===== src/sv/kots_pkg.sv =====
// Shared constants, action codes and controller/datapath interface types
// for the key offset table search block. No dependencies.
package kots_pkg;

  localparam int DEPTH        = 1024;
  localparam int RECORD_BYTES = 29;

  localparam int IDX_W = $clog2(DEPTH);
  localparam int CNT_W = IDX_W + 1;
  localparam int ACT_W = 2;
  localparam int KEY_W = 24;
  localparam int REC_W = 10;
  localparam int OFF_W = 15;

  localparam logic [ACT_W-1:0] ACT_LOAD = 2'd0;
  localparam logic [ACT_W-1:0] ACT_LIN  = 2'd1;
  localparam logic [ACT_W-1:0] ACT_BIN  = 2'd2;

  typedef struct packed {
    logic [KEY_W-1:0] key;
    logic [IDX_W-1:0] rec;
  } sorted_entry_t;

  typedef struct packed {
    logic capture;
    logic lin_init;
    logic lin_run;
    logic bin_init;
    logic bin_probe;
    logic bin_update;
    logic sh_init;
    logic sh_run;
    logic insert;
    logic res_hit_lin;
    logic res_hit_bin;
    logic res_miss;
    logic res_full;
    logic post;
  } kots_cmd_t;

  typedef struct packed {
    logic full;
    logic is_load;
    logic lo_lt_hi;
    logic lo_lt_cnt;
    logic lin_hit;
    logic lin_miss;
    logic bin_match;
    logic sh_done;
    logic out_free;
  } kots_status_t;

endpackage


===== src/sv/kots_ctrl.sv =====
// Sequencing state machine for the key offset table search.
// Depends on kots_pkg for action codes and the command/status structs.
module kots_ctrl (
  input  logic                      clk,
  input  logic                      rst,
  input  logic                      in_valid,
  input  logic [kots_pkg::ACT_W-1:0] action,
  output logic                      in_stall,
  input  kots_pkg::kots_status_t    status,
  output kots_pkg::kots_cmd_t       cmd
);
  import kots_pkg::*;

  localparam logic [3:0] S_IDLE      = 4'd0;
  localparam logic [3:0] S_LIN       = 4'd1;
  localparam logic [3:0] S_BIN_ISSUE = 4'd2;
  localparam logic [3:0] S_BIN_CMP   = 4'd3;
  localparam logic [3:0] S_BIN_CHECK = 4'd4;
  localparam logic [3:0] S_SHIFT     = 4'd5;
  localparam logic [3:0] S_POST      = 4'd6;

  logic [3:0] state;
  logic [3:0] state_next;

  assign in_stall = (state != S_IDLE);

  always_comb begin
    cmd        = '0;
    state_next = state;
    unique case (state)
      S_IDLE: begin
        if (in_valid) begin
          cmd.capture = 1'b1;
          priority if (action == ACT_LOAD) begin
            if (status.full) begin
              cmd.res_full = 1'b1;
              state_next   = S_POST;
            end else begin
              cmd.bin_init = 1'b1;
              state_next   = S_BIN_ISSUE;
            end
          end else if (action == ACT_LIN) begin
            cmd.lin_init = 1'b1;
            state_next   = S_LIN;
          end else if (action == ACT_BIN) begin
            cmd.bin_init = 1'b1;
            state_next   = S_BIN_ISSUE;
          end else begin
            cmd.res_miss = 1'b1;
            state_next   = S_POST;
          end
        end
      end
      S_LIN: begin
        priority if (status.lin_hit) begin
          cmd.res_hit_lin = 1'b1;
          state_next      = S_POST;
        end else if (status.lin_miss) begin
          cmd.res_miss = 1'b1;
          state_next   = S_POST;
        end else begin
          cmd.lin_run = 1'b1;
        end
      end
      S_BIN_ISSUE: begin
        priority if (status.lo_lt_hi) begin
          cmd.bin_probe = 1'b1;
          state_next    = S_BIN_CMP;
        end else if (status.is_load) begin
          cmd.sh_init = 1'b1;
          state_next  = S_SHIFT;
        end else if (status.lo_lt_cnt) begin
          state_next = S_BIN_CHECK;
        end else begin
          cmd.res_miss = 1'b1;
          state_next   = S_POST;
        end
      end
      S_BIN_CMP: begin
        cmd.bin_update = 1'b1;
        state_next     = S_BIN_ISSUE;
      end
      S_BIN_CHECK: begin
        if (status.bin_match) begin
          cmd.res_hit_bin = 1'b1;
        end else begin
          cmd.res_miss = 1'b1;
        end
        state_next = S_POST;
      end
      S_SHIFT: begin
        if (status.sh_done) begin
          cmd.insert = 1'b1;
          state_next = S_POST;
        end else begin
          cmd.sh_run = 1'b1;
        end
      end
      S_POST: begin
        if (status.out_free) begin
          cmd.post   = 1'b1;
          state_next = S_IDLE;
        end
      end
      default: begin
        state_next = S_IDLE;
      end
    endcase
  end

  always_ff @(posedge clk) begin
    if (rst) begin
      state <= S_IDLE;
    end else begin
      state <= state_next;
    end
  end

endmodule


===== config.mk =====
export PLATFORM = sky130hd
export DESIGN_NAME = kots_ctrl
export DESIGN_NICKNAME = d
export VERILOG_FILES = /design/src/sv/kots_pkg.sv /design/src/sv/kots_ctrl.sv
export SDC_FILE = /design/constraint.sdc
export NUM_CORES = 1
export LEC_CHECK = 0
export ABC_AREA = 1
export BUFFER_PORTS_ARGS = -buffer_cell sky130_fd_sc_hd__buf_4
export CAP_MARGIN = 5
export CORE_AREA = 2 2 39 41
export CTS_CLUSTER_SIZE = 14
export DETAILED_ROUTE_END_ITERATION = 12
export DIE_AREA = 0 0 41 43
export GPL_TIMING_DRIVEN = 0
export HOLD_SLACK_MARGIN = 0.06
export PLACE_DENSITY = 0.71
export RECOVER_POWER = 50
export REMOVE_ABC_BUFFERS = 1
export SYNTH_ARGS = -nofsm -noshare
export SYNTH_HDL_FRONTEND = slang
export SYNTH_SLANG_ARGS = --single-unit

===== constraint.sdc =====
create_clock -name clk -period 1.3 [get_ports clk]
set_input_delay 0.325 -clock clk [delete_from_list [all_inputs] [get_ports clk]]
set_output_delay 0.325 -clock clk [all_outputs]
set_load 0.005 [all_outputs]

# [Word level (Yosys, flattened, before mapping)]
# Cells that the tools add are included.
# Widths: inputs -> output; s select.
[word_totals] regBits=4 latchBits=0 ram_bits=0 rom_bits=0 in_bits=14 output_inout_bits=15 word_cells=72 n_memories=0
[classes] add_sub_neg=0 mul=0 div=0 order_cmp=0 n_eq_ne=12 shift=0 muxes=55 bitwise=0 reduce_logical=4
[op_table] operator="$mux 1" n=37
[op_table] operator="$mux 4" n=9
[op_table] operator="$pmux 4 s7" n=1
[op_table] operator="$eq 4x3->1 const B" n=3
[op_table] operator="$mux 2" n=5
[op_table] operator="$eq 4x2->1 const B" n=2
[op_table] operator="$mux 3" n=2
[op_table] operator="$ne 2x2->1 const B" n=3
[op_table] operator="$eq 4x1->1 const B" n=1
[op_table] operator="$logic_not 4->1" n=1
[op_table] operator="$pmux 1 s4" n=1
[op_table] operator="$reduce_and 4->1" n=1
[op_table] operator="$reduce_bool 4->1" n=1
[op_table] operator="$ne 3x3->1 const B" n=1
[op_table] operator="$eq 2x1->1 const B" n=1
[op_table] operator="$eq 2x2->1 const B" n=1
[op_table] operator="$logic_not 2->1" n=1

# [Logic depth before layout (Yosys ltp)]
[logic_depth] ltp_word=6 depth_mapped=9 depth_no_buf=9

# [Least setup slack after synthesis]
# No wires, ideal clock.
[synth_path] path_type="flip-flop to output port" startpoint="register state[2]" endpoint="output port cmd[10] (netlist name)" arrival_ps=1027 required_ps=975 slack_ps=-52 stages_incl_launch_ff=9 path_buffers=1 path_cell_list="dfxtp_1 -> buf_6 -> inv_1 -> nand2_2 -> nor2_1 -> inv_2 -> nor2_4 -> inv_1 -> nor2_1"
[synth_rtl] item="from (decl)" line="kots_ctrl.sv:22" text="logic [3:0] state;"
[synth_rtl] item="from (signal assigned)" line="kots_ctrl.sv:115" text="state <= state_next;"
[synth_rtl] item="to (decl)" line="kots_ctrl.sv:10" text="output kots_pkg::kots_cmd_t cmd"

==> impl_metrics.py <==
metrics = {
    "cells_and_area": {
        "largest_register": "state",
        "syn_to_final_growth_pct": 84.35,
        "drive_above_1_share_pct": 50.00,
        "largest_register_ffs": 3,
        "multi_input_area_um2": 380.4,
        "seqCellArea_um2": 71.32,
        "mostFrequentLayoutCell": "buf_4",
        "final_cell_mix": "buf_4 (30), nand2_1 (17), inv_1 (13)",
        "top_regs": "state (3)",
        "nets": 144,
        "fillers": 133,
        "diodes": 0,
    },
    "sta": {
        "slew_headroom_pct": 82.31,
        "hold_viol": 0,
        "finalCriticalPeriod_ns": 1.595,
        "slew_viol_final": 0,
        "grt_setup_unrepaired": "true",
        "setup_viol": 15,
        "worst_pin_slew_ns": 0.2629,
        "fin_tns_setup_ns": -2.498,
        "fmax_ghz": 0.6270,
        "worst_slack_ns": -0.2948,
        "worst_hold_slack_ns": 0.2468,
        "fin_crit_sh_pct": 122.7,
        "skew_ns": 0.004791,
    },
    "power_and_ir_drop": {
        "clock_power_share_pct": 10.8,
        "p_leak_nw": 0.4906,
        "cellInternalPower_mw": 0.8656,
        "power.share.switching_pct": 44.17,
        "power.share.combinational_pct": 74.3,
        "irDropWorstVdd_uv": 987.7,
        "p_seq_share_pct": 14.9,
        "power_switching_mw": 0.6850,
        "cellPowerDensity_nw_per_um2": 1783,
        "totalPowerFinal_mw": 1.551,
    },
    "cts": {
        "hold_buffers": 0,
        "clock_latency_ns": 0.24,
        "cts_max_level": 1,
        "clock-root-buffer": "clkbuf_4",
        "clock_sinks": 3,
        "cts_buffer_depth": 2,
        "clk_pin_slew_ns": 0.04,
        "cts_tree": "done",
        "cts_buffers": 3,
    },
    "routing": {
        "drcViolationCount": 0,
        "vias_per_cell": 4.600,
        "vias": 644,
        "drt_iter0_markers": 8,
        "dr.pass1.iters": 4,
        "routedWlPerCell_um": 9.214,
        "wirelength_mm": 1.290,
        "antenna_left": 0,
    },
    "place": {
        "port_buffers": 28,
        "dp_hpwl_um": 962.8,
        "gp_congestion": 0.7614,
        "dp_slack_ns": -0.2861,
    },
    "critical_path": {
        "critPathTopFamily": "simple AND/OR/NAND/NOR gates",
        "critPathMaxFanout": 3,
        "slowest_stage": "dfxtp_4",
        "path_depth": 8,
        "crit_required_ns": 0.98,
        "reg2regPathDepth": 8,
        "path_class": "flop to output port",
        "worstPathArrival_ns": 1.27,
        "worst_setup_path_end_kind": "output port",
        "cp-start-kind": "flop",
        "path_cells": "inv_4, nand2_4, nor2_4, inv_2, nor2_4, nand2_2, o2111ai_2, buf_4",
        "slowest_delay_ns": 0.34,
        "cp_common_cell": "nor2_4",
        "path_buf_inv": 3,
    },
    "global_routing": {
        "grt_pass1_wl_mm": 1.959,
        "track_usage_pct": 15.15,
        "grt_pass1_vias": 559,
        "grt_remaining_overflow": 0,
        "grt_max_degree": 9,
        "antenna_found_initial": 0,
    },
    "flow_run": {
        "maxCapViolations": 0,
    },
    "logic_synthesis": {
        "synth.avg_cell_area_um2": 5.549,
        "synth_area_um2": 471.7,
        "synthDistinctLibCells": 17,
        "syn_inst": 85,
        "ys_ff_latch": 3,
        "yosysWarnings": 0,
        "yosysSeqAreaShare_pct": 12.73,
    },
    "hold_path": {
        "holdPathStages": 2,
        "hold_class": "primary input to flop",
    },
    "floorplanning": {
        "die_area_um2": 1763,
        "ios": 29,
        "rows": 14,
        "core_um2": 1384,
        "die-width_um": 41,
        "fp.dieH_um": 43,
        "start_util_pct": 34.09,
    },
    "status": {
        "status": "finished with violations",
        "violations": "negative setup slack",
    },
}
## final cells by class
class,count,area share (%)
flip-flops and latches,3,8.201
well taps,16,2.302
multi-input cells,62,43.74
repair buffers,36,33.67
clock buffers,4,3.022
inverters,19,9.065
## layer usage
layer  global-route usage, %  wire length (um)  vias to the layer above
met1                   17.63               505                      279
met4                   4.000                15                        0
met2                   28.13               691                       21
met5                       0                 0                        -
li1                        -                 -                      342
met3                       0                78                        2
## worst paths after layout
kind	end	from	slack (ns)
min reg2reg	state[1]$_SDFFE_PP0P_	state[0]$_SDFFE_PP0P_	0.70
max reg2reg	state[0]$_SDFFE_PP0P_	state[2]$_SDFFE_PP0P_	0.07
min	state[2]$_SDFFE_PP0P_	rst	0.25
max	cmd[2]	state[0]$_SDFFE_PP0P_	-0.29
## worst reg2reg max path, stage by stage, from the launching register on
cell and delay [ns]:
dfxtp_4 0.35, buf_6 0.13, nand2_1 0.10, nor2_1 0.13
nand2_1 0.09, nand2_1 0.08, inv_1 0.04, a21oi_1 0.13
nor2_1 0.05
## power groups by stage
stage	clock, mW	sequential [mW]	combinational, mW
floorplan	0	0.185	0.476
global placement	0	0.201	0.730
detailed placement	0	0.198	0.735
CTS	0.161	0.212	1.03
global route	0.166	0.237	1.27
finish	0.167	0.232	1.15
## cells by family after synthesis
kind of cell             share of synthesized area [%]
flip-flops                                       12.73
AO/OA/AOI/OAI                                    9.283
buffers and inverters                            17.50
AND/OR/NAND/NOR                                  47.22
adder cells (fa/ha/maj)                          13.26
## through the flow
stage / instances / cell area [um2] / util, %
3_3_place_gp: 128 / 690.7 / 49.91
5_1_grt: 140 / 869.6 / 62.84
2_1_floorplan: 84 / 460.4 / -
4_1_cts: 139 / 817.0 / 59.04
6_report: 140 / 869.6 / 62.84
3_5_place_dp: 128 / 690.7 / 49.91
## what timing repair did
item | 4_1_cts | 5_1_grt
setup buffers | 7 | 1
pin swaps | 5 | 4
resized for setup | 20 | 13
endpoints found under the setup margin | 15 | 15
## Yosys cell counts
library cell | n | area (um2)
inv_2 | 1 | 3.750
o2111ai_1 | 1 | 8.760
nor4_1 | 1 | 6.260
dfxtp_1 | 3 | 60.06
nand4_1 | 1 | 6.260
buf_6 | 1 | 11.26
nand2_1 | 19 | 71.32
a21oi_1 | 4 | 20.02
nor2_4 | 2 | 22.52
nand2_2 | 1 | 6.260
nor3_1 | 4 | 20.02
nor2_1 | 14 | 52.55
inv_1 | 18 | 67.56
nand3_1 | 6 | 30.03
o21ai_0 | 3 | 15.01
nand3b_1 | 1 | 7.510
ha_1 | 5 | 62.56
No activity file was read; power rests on OpenSTA's default activity.
